**src/design/utf8dc_pkg.sv**
```systemverilog
`default_nettype none

package utf8dc_pkg;

  localparam int DEFAULT_OFFSET_BITS = 16;
  localparam int SCALAR_BITS         = 21;
  localparam int OUT_OFFSET_BITS     = 16;
  localparam int LENGTH_BITS         = 3;
  localparam int SCRIPT_BITS         = 4;
  localparam int BIDI_BITS           = 3;
  localparam int BREAK_BITS          = 4;
  localparam int ERROR_BITS          = 3;

  localparam logic [ERROR_BITS-1:0] ERR_OK         = 3'd0;
  localparam logic [ERROR_BITS-1:0] ERR_BAD_LEAD   = 3'd1;
  localparam logic [ERROR_BITS-1:0] ERR_TRUNCATED  = 3'd2;
  localparam logic [ERROR_BITS-1:0] ERR_BAD_CONT   = 3'd3;
  localparam logic [ERROR_BITS-1:0] ERR_NON_SCALAR = 3'd4;

  localparam logic [SCRIPT_BITS-1:0] SCRIPT_LATIN     = 4'd0;
  localparam logic [SCRIPT_BITS-1:0] SCRIPT_HEBREW    = 4'd1;
  localparam logic [SCRIPT_BITS-1:0] SCRIPT_ARABIC    = 4'd2;
  localparam logic [SCRIPT_BITS-1:0] SCRIPT_HIRAGANA  = 4'd3;
  localparam logic [SCRIPT_BITS-1:0] SCRIPT_KATAKANA  = 4'd4;
  localparam logic [SCRIPT_BITS-1:0] SCRIPT_HAN       = 4'd5;
  localparam logic [SCRIPT_BITS-1:0] SCRIPT_COMMON    = 4'd6;
  localparam logic [SCRIPT_BITS-1:0] SCRIPT_INHERITED = 4'd7;
  localparam logic [SCRIPT_BITS-1:0] SCRIPT_UNKNOWN   = 4'd8;

  localparam logic [BIDI_BITS-1:0] BIDI_MARK    = 3'd0;
  localparam logic [BIDI_BITS-1:0] BIDI_WS      = 3'd1;
  localparam logic [BIDI_BITS-1:0] BIDI_EN      = 3'd2;
  localparam logic [BIDI_BITS-1:0] BIDI_AN      = 3'd3;
  localparam logic [BIDI_BITS-1:0] BIDI_RTL     = 3'd4;
  localparam logic [BIDI_BITS-1:0] BIDI_AL      = 3'd5;
  localparam logic [BIDI_BITS-1:0] BIDI_LTR     = 3'd6;
  localparam logic [BIDI_BITS-1:0] BIDI_NEUTRAL = 3'd7;

  localparam logic [BREAK_BITS-1:0] BRK_MANDATORY = 4'd0;
  localparam logic [BREAK_BITS-1:0] BRK_SPACE     = 4'd1;
  localparam logic [BREAK_BITS-1:0] BRK_MARK      = 4'd2;
  localparam logic [BREAK_BITS-1:0] BRK_NUMERIC   = 4'd3;
  localparam logic [BREAK_BITS-1:0] BRK_IDEOGRAPH = 4'd4;
  localparam logic [BREAK_BITS-1:0] BRK_HYPHEN    = 4'd5;
  localparam logic [BREAK_BITS-1:0] BRK_OPEN      = 4'd6;
  localparam logic [BREAK_BITS-1:0] BRK_CLOSE     = 4'd7;
  localparam logic [BREAK_BITS-1:0] BRK_ALPHA     = 4'd8;

  typedef struct packed {
    logic [SCALAR_BITS-1:0]     value;
    logic [OUT_OFFSET_BITS-1:0] offset;
    logic [LENGTH_BITS-1:0]     length;
    logic [OUT_OFFSET_BITS-1:0] cluster;
    logic [ERROR_BITS-1:0]      err;
    logic                       last;
  } beat_t;

  function automatic logic between(logic [SCALAR_BITS-1:0] v, logic [SCALAR_BITS-1:0] lo,
                                   logic [SCALAR_BITS-1:0] hi);
    return (v >= lo) && (v <= hi);
  endfunction

  function automatic logic is_mark(logic [SCALAR_BITS-1:0] v);
    return between(v, 21'h0300, 21'h036F) || between(v, 21'h1AB0, 21'h1AFF) ||
           between(v, 21'h1DC0, 21'h1DFF) || between(v, 21'h20D0, 21'h20FF) ||
           between(v, 21'hFE20, 21'hFE2F) || between(v, 21'h064B, 21'h065F) ||
           (v == 21'h0670);
  endfunction

endpackage

`default_nettype wire

```
**src/design/utf8dc_in_if.sv**
```systemverilog
`default_nettype none

interface utf8dc_in_if;
  logic       valid;
  logic       ready;
  logic [7:0] data_byte;
  logic       end_of_text;

  modport source (output valid, output data_byte, output end_of_text, input ready);
  modport sink (input valid, input data_byte, input end_of_text, output ready);
endinterface

`default_nettype wire

```
**src/design/utf8dc_out_if.sv**
```systemverilog
`default_nettype none

interface utf8dc_out_if;
  logic                                  valid;
  logic                                  ready;
  logic [utf8dc_pkg::SCALAR_BITS-1:0]     scalar_value;
  logic [utf8dc_pkg::OUT_OFFSET_BITS-1:0] byte_offset;
  logic [utf8dc_pkg::LENGTH_BITS-1:0]     byte_length;
  logic [utf8dc_pkg::SCRIPT_BITS-1:0]     script_class;
  logic [utf8dc_pkg::BIDI_BITS-1:0]       bidi_class;
  logic [utf8dc_pkg::BREAK_BITS-1:0]      break_class;
  logic [utf8dc_pkg::OUT_OFFSET_BITS-1:0] cluster_index;
  logic [utf8dc_pkg::ERROR_BITS-1:0]      error_code;
  logic                                  text_done;

  modport source (output valid, output scalar_value, output byte_offset, output byte_length,
                  output script_class, output bidi_class, output break_class,
                  output cluster_index, output error_code, output text_done, input ready);
  modport sink (input valid, input scalar_value, input byte_offset, input byte_length,
                input script_class, input bidi_class, input break_class,
                input cluster_index, input error_code, input text_done, output ready);
endinterface

`default_nettype wire

```
**src/design/utf8dc_decode.sv**
```systemverilog
`default_nettype none

module utf8dc_decode #(
  parameter int OFFSET_BITS = utf8dc_pkg::DEFAULT_OFFSET_BITS
) (
  input  wire logic          clk,
  input  wire logic          rst,
  utf8dc_in_if.sink          text,
  output utf8dc_pkg::beat_t  beat,
  output logic               beat_valid,
  input  wire logic          beat_ready
);

  localparam logic [OFFSET_BITS-1:0] COUNT_MAX = '1;

  logic [utf8dc_pkg::SCALAR_BITS-1:0] code_accumulator, acc_next, acc_shift, value;
  logic [1:0]                         bytes_remaining, rem_next;
  logic [utf8dc_pkg::LENGTH_BITS-1:0] sequence_length, len_next;
  logic                               bad_continuation_seen, bad_next;
  logic [OFFSET_BITS-1:0]             sequence_start, start_next;
  logic [OFFSET_BITS-1:0]             offset_counter, offset_next;
  logic [OFFSET_BITS-1:0]             cluster_counter, cluster_next;
  logic [OFFSET_BITS-1:0]             previous_cluster, prev_next;
  logic [OFFSET_BITS-1:0]             cl;
  logic                               any_scalar_seen, seen_next;
  logic                               error_halted, halted_next;
  utf8dc_pkg::beat_t                  beat_next;
  logic                               beat_valid_next;

  logic                               fire, last, multi, emit_ok, emit_err, clear, non_scalar;
  logic [7:0]                         b;
  logic [utf8dc_pkg::ERROR_BITS-1:0]  err_code;
  logic [31:0]                        start_wide, cl_wide;

  assign text.ready = !beat_valid || beat_ready;
  assign fire       = text.valid && text.ready;
  assign b          = text.data_byte;
  assign last       = text.end_of_text;
  assign acc_shift  = {code_accumulator[14:0], b[5:0]};

  assign non_scalar =
    ((sequence_length == 3'd2) && (acc_shift < 21'h80)) ||
    ((sequence_length == 3'd3) && (acc_shift < 21'h800)) ||
    ((sequence_length == 3'd4) && (acc_shift < 21'h10000)) ||
    (acc_shift > 21'h10FFFF) || utf8dc_pkg::between(acc_shift, 21'hD800, 21'hDFFF);

  always_comb begin
    acc_next        = code_accumulator;
    rem_next        = bytes_remaining;
    len_next        = sequence_length;
    bad_next        = bad_continuation_seen;
    start_next      = sequence_start;
    offset_next     = offset_counter;
    cluster_next    = cluster_counter;
    prev_next       = previous_cluster;
    seen_next       = any_scalar_seen;
    halted_next     = error_halted;
    multi           = 1'b0;
    emit_ok         = 1'b0;
    emit_err        = 1'b0;
    clear           = 1'b0;
    err_code        = utf8dc_pkg::ERR_OK;
    value           = acc_shift;
    cl              = cluster_counter;
    beat_next       = beat;
    beat_valid_next = beat_valid && !beat_ready;

    if (fire) begin
      if (offset_counter != COUNT_MAX) begin
        offset_next = offset_counter + 1'b1;
      end
      if (error_halted) begin
        clear = last;
      end else if (bytes_remaining == 2'd0) begin
        start_next = offset_counter;
        bad_next   = 1'b0;
        if (!b[7]) begin
          len_next = 3'd1;
          value    = utf8dc_pkg::SCALAR_BITS'(b);
          emit_ok  = 1'b1;
        end else if (b[7:5] == 3'b110) begin
          len_next = 3'd2;
          acc_next = utf8dc_pkg::SCALAR_BITS'(b[4:0]);
          rem_next = 2'd1;
          multi    = 1'b1;
        end else if (b[7:4] == 4'b1110) begin
          len_next = 3'd3;
          acc_next = utf8dc_pkg::SCALAR_BITS'(b[3:0]);
          rem_next = 2'd2;
          multi    = 1'b1;
        end else if (b[7:3] == 5'b11110) begin
          len_next = 3'd4;
          acc_next = utf8dc_pkg::SCALAR_BITS'(b[2:0]);
          rem_next = 2'd3;
          multi    = 1'b1;
        end else begin
          len_next = 3'd1;
          emit_err = 1'b1;
          err_code = utf8dc_pkg::ERR_BAD_LEAD;
        end
        if (multi && last) begin
          rem_next = 2'd0;
          emit_err = 1'b1;
          err_code = utf8dc_pkg::ERR_TRUNCATED;
        end
      end else begin
        bad_next = bad_continuation_seen || (b[7:6] != 2'b10);
        acc_next = acc_shift;
        rem_next = bytes_remaining - 2'd1;
        if (rem_next != 2'd0) begin
          if (last) begin
            rem_next = 2'd0;
            emit_err = 1'b1;
            err_code = utf8dc_pkg::ERR_TRUNCATED;
          end
        end else if (bad_next) begin
          emit_err = 1'b1;
          err_code = utf8dc_pkg::ERR_BAD_CONT;
        end else if (non_scalar) begin
          emit_err = 1'b1;
          err_code = utf8dc_pkg::ERR_NON_SCALAR;
        end else begin
          emit_ok = 1'b1;
        end
      end
    end

    if (emit_ok) begin
      if (utf8dc_pkg::is_mark(value) && any_scalar_seen) begin
        cl = previous_cluster;
      end else begin
        cl = cluster_counter;
        if (cluster_counter != COUNT_MAX) begin
          cluster_next = cluster_counter + 1'b1;
        end
        prev_next = cluster_counter;
      end
      seen_next = 1'b1;
      rem_next  = 2'd0;
    end

    start_wide = 32'(start_next);
    cl_wide    = 32'(cl);

    if (emit_ok || emit_err) begin
      beat_valid_next = 1'b1;
      beat_next.value   = emit_ok ? value : '0;
      beat_next.offset  = start_wide[utf8dc_pkg::OUT_OFFSET_BITS-1:0];
      beat_next.length  = len_next;
      beat_next.cluster = emit_ok ? cl_wide[utf8dc_pkg::OUT_OFFSET_BITS-1:0] : '0;
      beat_next.err     = err_code;
      beat_next.last    = last;
      if (last) begin
        clear = 1'b1;
      end else if (emit_err) begin
        halted_next = 1'b1;
      end
    end

    if (clear) begin
      acc_next     = '0;
      rem_next     = '0;
      len_next     = '0;
      bad_next     = 1'b0;
      start_next   = '0;
      offset_next  = '0;
      cluster_next = '0;
      prev_next    = '0;
      seen_next    = 1'b0;
      halted_next  = 1'b0;
    end
  end

  always_ff @(posedge clk) begin
    if (rst) begin
      code_accumulator      <= '0;
      bytes_remaining       <= '0;
      sequence_length       <= '0;
      bad_continuation_seen <= 1'b0;
      sequence_start        <= '0;
      offset_counter        <= '0;
      cluster_counter       <= '0;
      previous_cluster      <= '0;
      any_scalar_seen       <= 1'b0;
      error_halted          <= 1'b0;
      beat_valid            <= 1'b0;
    end else begin
      code_accumulator      <= acc_next;
      bytes_remaining       <= rem_next;
      sequence_length       <= len_next;
      bad_continuation_seen <= bad_next;
      sequence_start        <= start_next;
      offset_counter        <= offset_next;
      cluster_counter       <= cluster_next;
      previous_cluster      <= prev_next;
      any_scalar_seen       <= seen_next;
      error_halted          <= halted_next;
      beat_valid            <= beat_valid_next;
    end
    beat <= beat_next;
  end

`ifndef SYNTHESIS
  a_halted_no_pending: assert property (@(posedge clk) disable iff (rst)
    error_halted |-> (bytes_remaining == 2'd0))
    else $error("halted with a sequence still open");

  a_remaining_below_length: assert property (@(posedge clk) disable iff (rst)
    (bytes_remaining != 2'd0) |-> (sequence_length > utf8dc_pkg::LENGTH_BITS'(bytes_remaining)))
    else $error("remaining count not below sequence length");

  a_end_clears: assert property (@(posedge clk) disable iff (rst)
    (fire && last) |=> ((offset_counter == '0) && !error_halted && (bytes_remaining == 2'd0)))
    else $error("end of text did not clear counters");

  a_bad_lead_length: assert property (@(posedge clk) disable iff (rst)
    (beat_valid && (beat.err == utf8dc_pkg::ERR_BAD_LEAD)) |-> (beat.length == 3'd1))
    else $error("bad lead beat with length other than one");
`endif

endmodule

`default_nettype wire

```
**src/design/utf8dc_classify.sv**
```systemverilog
`default_nettype none

module utf8dc_classify (
  input  wire logic          clk,
  input  wire logic          rst,
  input  utf8dc_pkg::beat_t  beat,
  input  wire logic          beat_valid,
  output logic               beat_ready,
  utf8dc_out_if.source       result
);

  function automatic logic [utf8dc_pkg::SCRIPT_BITS-1:0] script_of(
    logic [utf8dc_pkg::SCALAR_BITS-1:0] v);
    if (utf8dc_pkg::is_mark(v)) return utf8dc_pkg::SCRIPT_INHERITED;
    if (utf8dc_pkg::between(v, 21'h41, 21'h5A) || utf8dc_pkg::between(v, 21'h61, 21'h7A) ||
        utf8dc_pkg::between(v, 21'hC0, 21'h24F)) return utf8dc_pkg::SCRIPT_LATIN;
    if (utf8dc_pkg::between(v, 21'h0590, 21'h05FF)) return utf8dc_pkg::SCRIPT_HEBREW;
    if (utf8dc_pkg::between(v, 21'h0600, 21'h06FF) || utf8dc_pkg::between(v, 21'h0750, 21'h077F) ||
        utf8dc_pkg::between(v, 21'h08A0, 21'h08FF) || utf8dc_pkg::between(v, 21'hFB50, 21'hFDFF) ||
        utf8dc_pkg::between(v, 21'hFE70, 21'hFEFF)) return utf8dc_pkg::SCRIPT_ARABIC;
    if (utf8dc_pkg::between(v, 21'h3040, 21'h309F)) return utf8dc_pkg::SCRIPT_HIRAGANA;
    if (utf8dc_pkg::between(v, 21'h30A0, 21'h30FF) || utf8dc_pkg::between(v, 21'h31F0, 21'h31FF))
      return utf8dc_pkg::SCRIPT_KATAKANA;
    if (utf8dc_pkg::between(v, 21'h3400, 21'h4DBF) || utf8dc_pkg::between(v, 21'h4E00, 21'h9FFF) ||
        utf8dc_pkg::between(v, 21'hF900, 21'hFAFF)) return utf8dc_pkg::SCRIPT_HAN;
    if ((v <= 21'h40) || utf8dc_pkg::between(v, 21'h2000, 21'h206F) ||
        utf8dc_pkg::between(v, 21'h3000, 21'h303F)) return utf8dc_pkg::SCRIPT_COMMON;
    return utf8dc_pkg::SCRIPT_UNKNOWN;
  endfunction

  function automatic logic [utf8dc_pkg::BIDI_BITS-1:0] bidi_of(
    logic [utf8dc_pkg::SCALAR_BITS-1:0] v, logic [utf8dc_pkg::SCRIPT_BITS-1:0] s);
    if (utf8dc_pkg::is_mark(v)) return utf8dc_pkg::BIDI_MARK;
    if ((v == 21'h09) || (v == 21'h0A) || (v == 21'h0D) || (v == 21'h20) || (v == 21'hA0))
      return utf8dc_pkg::BIDI_WS;
    if (utf8dc_pkg::between(v, 21'h30, 21'h39)) return utf8dc_pkg::BIDI_EN;
    if (utf8dc_pkg::between(v, 21'h0660, 21'h0669) || utf8dc_pkg::between(v, 21'h06F0, 21'h06F9))
      return utf8dc_pkg::BIDI_AN;
    if (utf8dc_pkg::between(v, 21'h0590, 21'h05FF)) return utf8dc_pkg::BIDI_RTL;
    if (s == utf8dc_pkg::SCRIPT_ARABIC) return utf8dc_pkg::BIDI_AL;
    if ((s == utf8dc_pkg::SCRIPT_LATIN) || (s == utf8dc_pkg::SCRIPT_HAN) ||
        (s == utf8dc_pkg::SCRIPT_HIRAGANA) || (s == utf8dc_pkg::SCRIPT_KATAKANA))
      return utf8dc_pkg::BIDI_LTR;
    return utf8dc_pkg::BIDI_NEUTRAL;
  endfunction

  function automatic logic [utf8dc_pkg::BREAK_BITS-1:0] break_of(
    logic [utf8dc_pkg::SCALAR_BITS-1:0] v, logic [utf8dc_pkg::SCRIPT_BITS-1:0] s);
    if ((v == 21'h0A) || (v == 21'h0D) || (v == 21'h2028) || (v == 21'h2029))
      return utf8dc_pkg::BRK_MANDATORY;
    if ((v == 21'h09) || (v == 21'h20) || (v == 21'hA0) || (v == 21'h3000))
      return utf8dc_pkg::BRK_SPACE;
    if (utf8dc_pkg::is_mark(v)) return utf8dc_pkg::BRK_MARK;
    if (utf8dc_pkg::between(v, 21'h30, 21'h39) || utf8dc_pkg::between(v, 21'h0660, 21'h0669) ||
        utf8dc_pkg::between(v, 21'h06F0, 21'h06F9)) return utf8dc_pkg::BRK_NUMERIC;
    if ((s == utf8dc_pkg::SCRIPT_HAN) || (s == utf8dc_pkg::SCRIPT_HIRAGANA) ||
        (s == utf8dc_pkg::SCRIPT_KATAKANA)) return utf8dc_pkg::BRK_IDEOGRAPH;
    if ((v == 21'h2D) || (v == 21'h2010) || (v == 21'h2013)) return utf8dc_pkg::BRK_HYPHEN;
    if ((v == 21'h28) || (v == 21'h5B) || (v == 21'h7B) || (v == 21'h3008) || (v == 21'h300C))
      return utf8dc_pkg::BRK_OPEN;
    if ((v == 21'h29) || (v == 21'h5D) || (v == 21'h7D) || (v == 21'h2C) || (v == 21'h2E) ||
        (v == 21'h3A) || (v == 21'h3B) || (v == 21'h3001) || (v == 21'h3002) ||
        (v == 21'h3009) || (v == 21'h300D)) return utf8dc_pkg::BRK_CLOSE;
    return utf8dc_pkg::BRK_ALPHA;
  endfunction

  logic                                valid;
  logic                                load;
  logic                                is_err;
  logic [utf8dc_pkg::SCRIPT_BITS-1:0]  script;

  assign beat_ready = !valid || result.ready;
  assign load       = beat_valid && beat_ready;
  assign is_err     = (beat.err != utf8dc_pkg::ERR_OK);
  assign script     = script_of(beat.value);

  assign result.valid = valid;

  always_ff @(posedge clk) begin
    if (rst) begin
      valid <= 1'b0;
    end else if (beat_ready) begin
      valid <= beat_valid;
    end
    if (load) begin
      result.scalar_value  <= beat.value;
      result.byte_offset   <= beat.offset;
      result.byte_length   <= beat.length;
      result.cluster_index <= beat.cluster;
      result.error_code    <= beat.err;
      result.text_done     <= beat.last;
      result.script_class  <= is_err ? utf8dc_pkg::SCRIPT_UNKNOWN : script;
      result.bidi_class    <= is_err ? utf8dc_pkg::BIDI_NEUTRAL : bidi_of(beat.value, script);
      result.break_class   <= is_err ? utf8dc_pkg::BRK_ALPHA : break_of(beat.value, script);
    end
  end

endmodule

`default_nettype wire

```
**src/design/utf8_decode_classify_core.sv**
```systemverilog
`default_nettype none

// Streaming UTF-8 decoder: takes one byte per beat on text, with end_of_text on the last
// byte of each text, and gives one result beat per completed sequence (scalar, offset,
// length, script/bidi/break class, cluster number) or one error beat, after which bytes are
// dropped up to end of text. A byte is taken every cycle while results are drained; the
// decode state register and the classification result register form two stages: each
// result passes through the decode beat register and then the result register. Offset and
// cluster counters are OFFSET_BITS wide and saturate; the reported fields carry their low
// 16 bits. Nothing to clear after reset: the block takes bytes at once.
module utf8_decode_classify_core #(
  parameter int OFFSET_BITS = utf8dc_pkg::DEFAULT_OFFSET_BITS
) (
  input  wire logic      clk,
  input  wire logic      rst,
  utf8dc_in_if.sink      text,
  utf8dc_out_if.source   result
);

  utf8dc_pkg::beat_t beat;
  logic              beat_valid;
  logic              beat_ready;

  utf8dc_decode #(
    .OFFSET_BITS(OFFSET_BITS)
  ) u_decode (
    .clk        (clk),
    .rst        (rst),
    .text       (text),
    .beat       (beat),
    .beat_valid (beat_valid),
    .beat_ready (beat_ready)
  );

  utf8dc_classify u_classify (
    .clk        (clk),
    .rst        (rst),
    .beat       (beat),
    .beat_valid (beat_valid),
    .beat_ready (beat_ready),
    .result     (result)
  );

endmodule

`default_nettype wire
```
**src/flat_wrapper.sv**
```systemverilog
// flat-port wrapper written by rule: the top's interface ports become plain ports
module utf8_decode_classify_core_flat 
#(
  parameter int OFFSET_BITS = utf8dc_pkg::DEFAULT_OFFSET_BITS
)
  (clk, rst, text_valid, text_data_byte, text_end_of_text, text_ready, result_valid, result_scalar_value, result_byte_offset, result_byte_length, result_script_class, result_bidi_class, result_break_class, result_cluster_index, result_error_code, result_text_done, result_ready);
  utf8dc_in_if text_i ();
  utf8dc_out_if result_i ();
  input  wire logic clk;
  input  wire logic rst;
  input wire logic [$bits(text_i.valid)-1:0] text_valid;
  input wire logic [$bits(text_i.data_byte)-1:0] text_data_byte;
  input wire logic [$bits(text_i.end_of_text)-1:0] text_end_of_text;
  output wire logic [$bits(text_i.ready)-1:0] text_ready;
  output wire logic [$bits(result_i.valid)-1:0] result_valid;
  output wire logic [$bits(result_i.scalar_value)-1:0] result_scalar_value;
  output wire logic [$bits(result_i.byte_offset)-1:0] result_byte_offset;
  output wire logic [$bits(result_i.byte_length)-1:0] result_byte_length;
  output wire logic [$bits(result_i.script_class)-1:0] result_script_class;
  output wire logic [$bits(result_i.bidi_class)-1:0] result_bidi_class;
  output wire logic [$bits(result_i.break_class)-1:0] result_break_class;
  output wire logic [$bits(result_i.cluster_index)-1:0] result_cluster_index;
  output wire logic [$bits(result_i.error_code)-1:0] result_error_code;
  output wire logic [$bits(result_i.text_done)-1:0] result_text_done;
  input wire logic [$bits(result_i.ready)-1:0] result_ready;
  assign text_i.valid = text_valid;
  assign text_i.data_byte = text_data_byte;
  assign text_i.end_of_text = text_end_of_text;
  assign text_ready = text_i.ready;
  assign result_valid = result_i.valid;
  assign result_scalar_value = result_i.scalar_value;
  assign result_byte_offset = result_i.byte_offset;
  assign result_byte_length = result_i.byte_length;
  assign result_script_class = result_i.script_class;
  assign result_bidi_class = result_i.bidi_class;
  assign result_break_class = result_i.break_class;
  assign result_cluster_index = result_i.cluster_index;
  assign result_error_code = result_i.error_code;
  assign result_text_done = result_i.text_done;
  assign result_i.ready = result_ready;
  utf8_decode_classify_core #(.OFFSET_BITS(OFFSET_BITS)) u_core (.clk(clk), .rst(rst), .text(text_i), .result(result_i));
endmodule
```
**config.mk**
```make
export PLATFORM = sky130hd
export DESIGN_NAME = utf8_decode_classify_core_flat
export DESIGN_NICKNAME = d
export VERILOG_FILES = /design/src/design/utf8dc_pkg.sv /design/src/design/utf8dc_in_if.sv /design/src/design/utf8dc_out_if.sv /design/src/design/utf8dc_decode.sv /design/src/design/utf8dc_classify.sv /design/src/design/utf8_decode_classify_core.sv /design/src/flat_wrapper.sv
export SDC_FILE = /design/constraint.sdc
export NUM_CORES = 1
export LEC_CHECK = 0
export BUFFER_PORTS_ARGS = -buffer_cell sky130_fd_sc_hd__clkbuf_2
export CORE_UTILIZATION = 56
export CTS_BUF_LIST = sky130_fd_sc_hd__clkbuf_8
export DETAILED_ROUTE_END_ITERATION = 6
export PLACE_DENSITY = 0.79
export SLEW_MARGIN = 5
export SYNTH_ARGS = -nofsm -noshare
export SYNTH_HDL_FRONTEND = slang
export SYNTH_SLANG_ARGS = --single-unit
export TNS_END_PERCENT = 10
```
**constraint.sdc**
```tcl
create_clock -name clk -period 5.6 [get_ports clk]
set_clock_uncertainty 0.05 [all_clocks]
set_input_delay 0.28 -clock clk [delete_from_list [all_inputs] [get_ports clk]]
set_output_delay 0.28 -clock clk [all_outputs]
set_load 0.02 [all_outputs]
```
==> results of run 1 <==
-- final cells by class --
class	instances	area [sq um]
Clock buffer	38	523
Clock inverter	26	178
Fill cell	1361	6120
Inverter	21	78.8
Multi-Input combinational cell	621	3850
Sequential cell	220	5720
Tap cell	225	282
Timing Repair Buffer	93	490
-- path summary, 6_finish.rpt --
check                                                  start                                           endpoint  slack, ps  cells past startpoint
max          u_core.u_decode.bytes_remaining[1]$_SDFFE_PP0P_  u_core.u_decode.previous_cluster[14]$_SDFFE_PP0P_       1750                     10
min                                        text_data_byte[1]   u_core.u_decode.code_accumulator[1]$_SDFFE_PP0P_         20                      3
max reg2reg  u_core.u_decode.bytes_remaining[1]$_SDFFE_PP0P_  u_core.u_decode.previous_cluster[14]$_SDFFE_PP0P_       1750                     10
min reg2reg               u_core.u_decode.beat[21]$_DFFE_PP_  u_core.u_classify.result.byte_length[1]$_DFFE_PP_        360                      0
-- where the power goes --
group | internal, uW | switching (uW)
registers | 1830 | 83.2
clock network | 730 | 616
logic | 103 | 231
-- kinds of logic after synthesis --
family	after synthesis
AO/OA/AOI/OAI	121
AND/OR/NAND/NOR	414
flip-flops	220
multiplexers	50
XOR/XNOR	32
buffers and inverters	71
adder cells (fa/ha/maj)	4
-- critical path, cell delays in order (launching register included) --
cell and delay (ps):
dfxtp_1 320, inv_1 80, ha_1 470, inv_1 300, nor4b_2 720, a21oi_4 270, nand2b_2 170, a31oi_1 70
o21bai_4 660, buf_4 470, nor2_1 100
-- layer usage --
metal | track usage | vias up | routed length, um
li1 | - | 3499 | -
met1 | 0.297 | 3379 | 8910
met2 | 0.379 | 225 | 10000
met3 | 0.0477 | 51 | 1040
met4 | 0.105 | 0 | 720
met5 | 0 | - | 0
-- registers in the layout, indices dropped and copies added (netlist names), 4 cells and up --
name,count
u_core.u_decode.previous_cluster,16
u_core.u_classify.result.scalar_value,21
u_core.u_classify.result.byte_offset,16
u_core.u_decode.offset_counter,16
u_core.u_decode.cluster_counter,16
u_core.u_decode.sequence_start,16
u_core.u_decode.code_accumulator,15
u_core.u_decode.beat,60
u_core.u_classify.result.script_class,4
u_core.u_classify.result.cluster_index,16
u_core.u_classify.result.break_class,4
-- stage by stage --
step | power [uW] | cell area, sq um
after global routing | 3730 | 11100
after CTS | 3620 | 11100
final | 3590 | 11100
after floorplan | 2170 | 9870
after detailed placement | 2270 | 10400
after global placement | 2270 | 10400
-- layout by cell type (no fill, tap or decap), types with 5 or more instances in the layout --
cell type and n:
a21oi_1 39, or4_1 7, and3_1 34, mux2_2 12, xnor2_1 16, or3_1 11, clkbuf_8 38, o2111ai_1 5
nand2b_1 9, and2_1 5, nor3_1 21, clkbuf_2 85, nand2_1 52, nor2_1 143, nand3_1 24, mux2i_1 38
xor2_1 16, edfxtp_1 131, inv_1 37, nor2b_1 32, o21ai_0 20, dfxtp_1 89, nor4_1 21, a31oi_1 10
nand4_1 18, buf_4 6
-- repair_timing --
action,CTS,global route
hold buffers,2,0
resized for setup,0,0
hold endpoints to repair,3,0
==> qor.yml, run 1 <==
power:
  vdd_drop_max_mv: 0.323
  powerDensity_nw_per_um2: 323
  p_leak_uw: 0.00435
clock_network:
  cts_setup_buffers: 0
  clkSinkCount: 220
  cts_root_buf: "clkbuf_8"
  htree_levels: 2
  cts_buffer_depth: 3
  cts_inserted_buffers: 35
  cts_tree: "built"
  cts.clk_slew.worst_paths_ps: 60
  clk-insertion-delay-late_ps: 540
sta:
  rsz0062_at_grt: "no"
  fin_crit_sh: 0.687
  slew_headroom: 0.187
  min_period_ps: 3850
  fmax_mhz: 260
  setup_ws_ps: 1750
  drv_slew: 0
  fin_hold_ws_ps: 18.7
  final-setup-viol-count: 0
  worst_slew_pin_slew_ps: 1220
  hold_viol_final: 0
  fin_setup_tns_ps: 0
logic_synthesis:
  synthAdderAreaFrac: 0.00507
  yosysTopAreaCell: "edfxtp_1"
  synth_area_leaders: "edfxtp_1, dfxtp_1, nor2_1"
  netlist_instances: 912
  async_flop_share: 0
  synthMuxAreaShare: 0.0522
  synthFlopType: "edfxtp_1"
  yosys_warnings: 0
  synth_top_family_by_area: "simple AND/OR/NAND/NOR gates"
  yosysSeqAreaShare: 0.579
  synthXorXnorAreaFrac: 0.0284
  yosys.area.top_type_share: 0.399
  ys_ff_latch: 220
  ys_top_cells_by_count: "nor2_1, edfxtp_1, dfxtp_1, nand2_1, a21oi_1"
  synthSimpleGateAreaFrac: 0.218
  syn_nets: 929
  post-synth-top-count-cell: "nor2_1"
  syn-cell-area_sq_um: 9870
  synth-compound-area-share: 0.0829
  yosysUniqueCellTypes: 77
  synth_edf_count: 131
  syn_avg_cell_area_sq_um: 10.8
setup_path:
  worstPathRequired_ps: 5940
  path_max_fanout: 36
  worstPathArrival_ps: 4190
  critical_path_class: "reg -> reg"
  crit_path_start_kind: "register"
  endpoint_kind: "register"
global_route:
  grt_pass1_vias: 6635
  grt_overflow_total: 0
  grt.total_usage: 0.232
  antenna_found_initial: 0
  grt_pass1_wl_um: 33200
  grt_max_degree: 62
detailed_routing:
  first_iter_violations: 405
  drc: 0
  wl_um: 20700
  wl_per_cell_um: 16.6
  vias: 7154
  firstDrtPassIters: 6
  via_per_inst: 5.75
  detail-route-antenna-nets: 0
flow_run:
  cap_violations: 0
layout:
  drive_gt1_frac: 0.165
  n_antenna_cell: 0
  final_nets: 1009
  final_cells: 1244
  area_delta_synth_final_pct: 12.7
  final_util: 0.645
die:
  chipWidth_um: 135
  row_count: 48
  core_sq_um: 17200
  die-area_sq_um: 18200
  die_h_um: 135
  num_io_pins: 86
  initial_core_util: 0.572
placement:
  gp_congestion: 0.925
  dp_slack_ps: 1810
  io_buffers: 85
  dp_hpwl_um: 13600
  place_inst: 1178
hold_path:
  hold_path_class: "in -> reg"
status:
  outcome: "finished, final reports clean"
Note: power is estimated with default switching activity, not from simulation.
==> run 2, diff against run 1 <==
--- a/config.mk
+++ b/config.mk
@@ -6,10 +6,10 @@
 export NUM_CORES = 1
 export LEC_CHECK = 0
 export BUFFER_PORTS_ARGS = -buffer_cell sky130_fd_sc_hd__clkbuf_2
-export CORE_UTILIZATION = 56
+export CORE_UTILIZATION = 60
 export CTS_BUF_LIST = sky130_fd_sc_hd__clkbuf_8
 export DETAILED_ROUTE_END_ITERATION = 6
-export PLACE_DENSITY = 0.79
+export PLACE_DENSITY = 0.8
 export SLEW_MARGIN = 5
 export SYNTH_ARGS = -nofsm -noshare
 export SYNTH_HDL_FRONTEND = slang
==> constraint.sdc (replaced) <==
create_clock -name clk -period 3.9 [get_ports clk]
set_clock_uncertainty 0.05 [all_clocks]
set_input_delay 0.195 -clock clk [delete_from_list [all_inputs] [get_ports clk]]
set_output_delay 0.195 -clock clk [all_outputs]
set_load 0.02 [all_outputs]
==> qor.yml, run 2 (synthesis gave the netlist of run 1 again) <==
status:
  outcome: "finished, final reports clean"  # unchanged
sta:
  worst_slew_pin_slew_ps: 912  # was 1220 ps
  drv_slew: 0  # unchanged
  fin_setup_tns_ps: 0  # unchanged
  rsz0062_at_grt: "no"  # unchanged
  min_period_ps: 3250  # was 3850 ps
  fmax_mhz: 308  # was 260 MHz
  setup_ws_ps: 649  # was 1750 ps
  fin_crit_sh: 0.834  # was 0.687
  final-setup-viol-count: 0  # unchanged
  hold_viol_final: 0  # unchanged
  slew_headroom: 0.390  # was 0.187
layout:
  final_nets: 1024  # was 1009
  largest_reg_flops: 60  # unchanged
  top_regs: "u_core.u_decode.beat x60, u_core.u_classify.result.scalar_value x21"  # unchanged
  n_antenna_cell: 0  # unchanged
  final_cell_mix: "nor2_1, edfxtp_1, dfxtp_1"  # unchanged
  top_register: "u_core.u_decode.beat"  # unchanged
  drive_gt1_frac: 0.175  # was 0.165
  final_util: 0.705  # was 0.645
  layout_commonest_cell: "nor2_1"  # unchanged
  area_delta_synth_final_pct: 13.8  # was 12.7%
  fin_area_sq_um: 11200  # was 11100 sq um
die:
  chipWidth_um: 130  # was 135 um
  row_count: 46  # was 48
  core_sq_um: 15900  # was 17200 sq um
  die-area_sq_um: 17000  # was 18200 sq um
  num_io_pins: 86  # unchanged
  initial_core_util: 0.619  # was 0.572
  die_h_um: 130  # was 135 um
placement:
  gp_congestion: 0.933  # was 0.925
  io_buffers: 85  # unchanged
  post_dp_cell_area_sq_um: 10500  # was 10400 sq um
  dp_slack_ps: 642  # was 1810 ps
  dp_hpwl_um: 13500  # was 13600 um
clock_network:
  cts-hold-fix-buffers: 6  # was 2
  cts_buffer_depth: 3  # unchanged
  clkSinkCount: 220  # unchanged
  cts_root_buf: "clkbuf_8"  # unchanged
  cts_inserted_buffers: 36  # was 35
  clk-insertion-delay-late_ps: 520  # was 540 ps
  cts_tree: "built"  # unchanged
  cts_setup_buffers: 0  # unchanged
  cts.clk_slew.worst_paths_ps: 60  # about the same
  cts_resized: 0  # unchanged
  htree_levels: 2  # unchanged
hold_path:
  hold_start: "text_data_byte[3]"  # was text_data_byte[1]
  hold_path_class: "in -> reg"  # unchanged
  holdPathStages: 3  # unchanged
  min_to: "u_core.u_decode.code_accumulator[3]$_SDFFE_PP0P_"  # was u_core.u_decode.code_accumulator[1]$_SDFFE_PP0P_
setup_path:
  endpoint_kind: "register"  # unchanged
  reg2reg_to: "u_core.u_decode.cluster_counter[7]$_SDFFE_PP0P_"  # was u_core.u_decode.previous_cluster[14]$_SDFFE_PP0P_
  rr_worst_depth: 11  # was 10
  worstPathArrival_ps: 3600  # was 4190 ps
  crit_path_start_kind: "register"  # unchanged
  worstPathRequired_ps: 4250  # was 5940 ps
  timing.rr.start: "u_core.u_decode.bytes_remaining[0]$_SDFFE_PP0P_"  # was u_core.u_decode.bytes_remaining[1]$_SDFFE_PP0P_
  r2r_slack_ps: 650  # was 1750 ps
  path_max_fanout: 15  # was 36
  critical_path_class: "reg -> reg"  # unchanged
power:
  powerDensity_nw_per_um2: 456  # was 323 nW/um^2
  p_leak_uw: 0.00441  # was 0.00435 uW
  vdd_drop_max_mv: 0.311  # was 0.323 mV
global_route:
  antenna_found_initial: 0  # unchanged
  grt_pass1_wl_um: 33200  # about the same
  grt_overflow_total: 0  # unchanged
  use_met1: 0.341  # was 0.297
  gr-usage-met2: 0.395  # was 0.379
  grt_max_degree: 67  # was 62
  grt.busiest_layer: "met2"  # unchanged
  grt_pass1_vias: 6772  # was 6635
  grt.total_usage: 0.251  # was 0.232
  grt_use_met3: 0.0414  # was 0.0477
flow_run:
  cap_violations: 0  # unchanged
detailed_routing:
  firstDrtPassIters: 7  # was 6
  vias: 7287  # was 7154
  detail-route-antenna-nets: 0  # unchanged
  wl_um: 20600  # was 20700 um
  via_per_inst: 5.83  # was 5.75
  wl_per_cell_um: 16.5  # was 16.6 um
  first_iter_violations: 506  # was 405
  drc: 0  # unchanged
run 2: cell count changes in the layout (fill, tap and decap cells not counted), sizes merged, moves of 2 or more:
cell and change:
buf +10, dlygate4sd3 +4, inv -8, clkinv +9, clkbuf +2
run 2: layout make-up:
type,instances,area [sq um]
timing repair buffer,107,631
multi-input combinational,621,3850
clock inverter,25,138
inverter,21,78.8
clock buffer,40,551
tap,216,270
fill,1177,4710
sequential,220,5720
run 2: critical path: stages, from the launching register on:
cell     delay, ps
dfxtp_1        330
inv_1           60
ha_1           450
inv_1          310
nor4b_2        360
buf_4          210
nor2_1          70
o41ai_4        160
nor3b_2        710
nand4_1        190
xor2_1         170
nor2_1          50
run 2: power by group:
| group | total, uW | switching, uW | internal [uW] |
|---|---|---|---|
| clock network | 1880 | 863 | 1020 |
| registers | 2730 | 108 | 2620 |
| logic | 514 | 349 | 165 |
run 2: worst max path at each step:
stage          slack (ps)                                               from  depth (start not counted)                                               to
3_3_place_gp          670    u_core.u_decode.bytes_remaining[0]$_SDFFE_PP0P_                         11  u_core.u_decode.cluster_counter[6]$_SDFFE_PP0P_
4_1_cts               640    u_core.u_decode.bytes_remaining[0]$_SDFFE_PP0P_                         11  u_core.u_decode.cluster_counter[9]$_SDFFE_PP0P_
2_1_floorplan         710  u_core.u_decode.code_accumulator[12]$_SDFFE_PP0P_                         10    u_core.u_decode.sequence_length[0]$_SDFF_PP0_
6_report              650    u_core.u_decode.bytes_remaining[0]$_SDFFE_PP0P_                         11  u_core.u_decode.cluster_counter[7]$_SDFFE_PP0P_
3_5_place_dp          640    u_core.u_decode.bytes_remaining[0]$_SDFFE_PP0P_                         11  u_core.u_decode.cluster_counter[9]$_SDFFE_PP0P_
5_1_grt               360    u_core.u_decode.bytes_remaining[0]$_SDFFE_PP0P_                         11  u_core.u_decode.cluster_counter[6]$_SDFFE_PP0P_
run 2: metrics by stage:
stage	hold WS (ps)	instances	power, uW
2_1_floorplan	217	912	3120
3_3_place_gp	351	1179	3270
3_5_place_dp	355	1179	3280
4_1_cts	31.2	1250	5160
5_1_grt	81.8	1250	5330
6_report	67.0	1250	5120
run 2: metal layers:
metal | up-vias | part of all wire
met5 | - | 0
met4 | 0 | 0.031
met3 | 46 | 0.066
met2 | 282 | 0.47
met1 | 3419 | 0.44
li1 | 3540 | -
==> run 3, diff against run 2 <==
==> constraint.sdc (replaced) <==
create_clock -name clk -period 3.05 [get_ports clk]
set_clock_uncertainty 0.05 [all_clocks]
set_input_delay 0.1525 -clock clk [delete_from_list [all_inputs] [get_ports clk]]
set_output_delay 0.1525 -clock clk [all_outputs]
set_load 0.02 [all_outputs]
==> qor.yml, run 3 (synthesis gave the netlist of run 1 again) <==
layout:
  area_delta_synth_final_pct: 15.8  # was 13.8%
  top_register: "u_core.u_decode.beat"  # unchanged
  final_cell_mix: "nor2_1, edfxtp_1, dfxtp_1"  # unchanged
  layout_commonest_cell: "nor2_1"  # unchanged
  drive_gt1_frac: 0.187  # was 0.175
  final_cells: 1273  # was 1250
  final_nets: 1047  # was 1024
  largest_reg_flops: 60  # unchanged
  top_regs: "u_core.u_decode.beat x60, u_core.u_classify.result.scalar_value x21"  # unchanged
  final_util: 0.717  # was 0.705
  n_antenna_cell: 0  # unchanged
sta:
  worst_slew_pin_slew_ps: 943  # was 912 ps
  min_period_ps: 2830  # was 3250 ps
  final-setup-viol-count: 0  # unchanged
  setup_ws_ps: 222  # was 649 ps
  hold_viol_final: 0  # unchanged
  fin_crit_sh: 0.927  # was 0.834
  drv_slew: 0  # unchanged
  rsz0062_at_grt: "no"  # unchanged
  fmax_mhz: 354  # was 308 MHz
  fin_setup_tns_ps: 0  # unchanged
  slew_headroom: 0.372  # was 0.390
setup_path:
  endpoint_kind: "register"  # unchanged
  critical_path_class: "reg -> reg"  # unchanged
  worstPathRequired_ps: 3410  # was 4250 ps
  crit_path_start_kind: "register"  # unchanged
  path_max_fanout: 6  # was 15
  worstPathArrival_ps: 3190  # was 3600 ps
global_route:
  antenna_found_initial: 0  # unchanged
  grt.total_usage: 0.259  # was 0.251
  grt_max_degree: 72  # was 67
  grt_pass1_wl_um: 34100  # was 33200 um
  grt_overflow_total: 0  # unchanged
  grt_pass1_vias: 6832  # was 6772
die:
  num_io_pins: 86  # unchanged
  die_h_um: 130  # unchanged
  die-area_sq_um: 17000  # unchanged
  core_sq_um: 15900  # unchanged
  chipWidth_um: 130  # unchanged
  row_count: 46  # unchanged
  initial_core_util: 0.619  # unchanged
placement:
  dp_hpwl_um: 14300  # was 13500 um
  place_inst: 1201  # was 1179
  dp_slack_ps: 255  # was 642 ps
  gp_congestion: 0.976  # was 0.933
  io_buffers: 85  # unchanged
detailed_routing:
  firstDrtPassIters: 5  # was 7
  via_per_inst: 5.81  # was 5.83
  detail-route-antenna-nets: 0  # unchanged
  first_iter_violations: 582  # was 506
  wl_per_cell_um: 16.9  # was 16.5 um
  wl_um: 21500  # was 20600 um
  drc: 0  # unchanged
  vias: 7392  # was 7287
clock_network:
  clk-insertion-delay-late_ps: 530  # was 520 ps
  cts_inserted_buffers: 36  # unchanged
  cts.clk_slew.worst_paths_ps: 60  # about the same
  clkSinkCount: 220  # unchanged
  htree_levels: 2  # unchanged
  cts_tree: "built"  # unchanged
  cts_root_buf: "clkbuf_8"  # unchanged
  cts_setup_buffers: 0  # unchanged
  cts_buffer_depth: 3  # unchanged
status:
  outcome: "finished, final reports clean"  # unchanged
power:
  power_uw: 6580  # was 5120 uW
  p_leak_uw: 0.00456  # was 0.00441 uW
  vdd_drop_max_mv: 0.605  # was 0.311 mV
  powerDensity_nw_per_um2: 576  # was 456 nW/um^2
hold_path:
  hold_path_class: "in -> reg"  # unchanged
flow_run:
  cap_violations: 0  # unchanged
==> run 3: cell count changes in the layout (fill, tap and decap cells not counted), sizes merged <==
| cell | delta |
|---|---|
| dlygate4sd3 | +1 |
| clkbuf | -1 |
| clkinv | -9 |
| buf | +22 |
| inv | +10 |
==> run 3: path summary, 6_finish.rpt <==
check,endpoint,cells after the start,slack (ps),startpoint
worst max-delay path,u_core.u_decode.previous_cluster[11]$_SDFFE_PP0P_,8,220,u_core.u_decode.code_accumulator[12]$_SDFFE_PP0P_
worst min-delay path,u_core.u_decode.code_accumulator[4]$_SDFFE_PP0P_,5,60,text_data_byte[4]
worst max register to register,u_core.u_decode.previous_cluster[11]$_SDFFE_PP0P_,8,220,u_core.u_decode.code_accumulator[12]$_SDFFE_PP0P_
worst min register to register,u_core.u_classify.result.cluster_index[15]$_DFFE_PP_,0,360,u_core.u_decode.beat[19]$_SDFFCE_PN0P_
==> run 3: through the flow <==
step / hold WS, ps / area (sq um)
floorplan: 175 / 9870
global placement: 311 / 10700
detailed placement: 316 / 10700
CTS: 29.5 / 11400
global route: 64.2 / 11400
finish: 59.0 / 11400
==> run 3: layer usage <==
metal / part of all wire / vias up / routed length, um / GRT usage
met5: 0 / - / 0 / 0
met4: 0.028 / 0 / 600 / 0.103
met3: 0.063 / 48 / 1360 / 0.0496
met2: 0.47 / 279 / 10000 / 0.409
met1: 0.44 / 3483 / 9490 / 0.352
li1: - / 3582 / - / -
==> run 3: area by class of cell <==
cell class              instances  area (sq um)
clock buffers                  39           537
repair buffers                130           831
multi-input cells             621          3860
flip-flops and latches        220          5720
well taps                     216           270
clock inverters                26           135
fillers                      1164          4520
inverters                      21          78.8
==> run 3: timing repair <==
| action | 4_1_cts | 5_1_grt |
|---|---|---|
| hold endpoints to repair | 10 | 0 |
| hold buffers | 7 | 0 |
| endpoints found under the setup margin | 0 | 1 |
| gates resized for setup | 0 | 1 |
==> run 3: report_power, final <==
group	internal [uW]	switching, uW
clock	1270	1110
sequential	3350	104
combinational	245	493
==> run 3: critical path, cell delays in order (launching register included) <==
cell,delay (ps)
dfxtp_1,320
or4_1,650
nor4_1,300
nor4bb_1,520
o41ai_4,190
o21ai_2,210
buf_4,230
mux2i_1,200
nor2_1,50
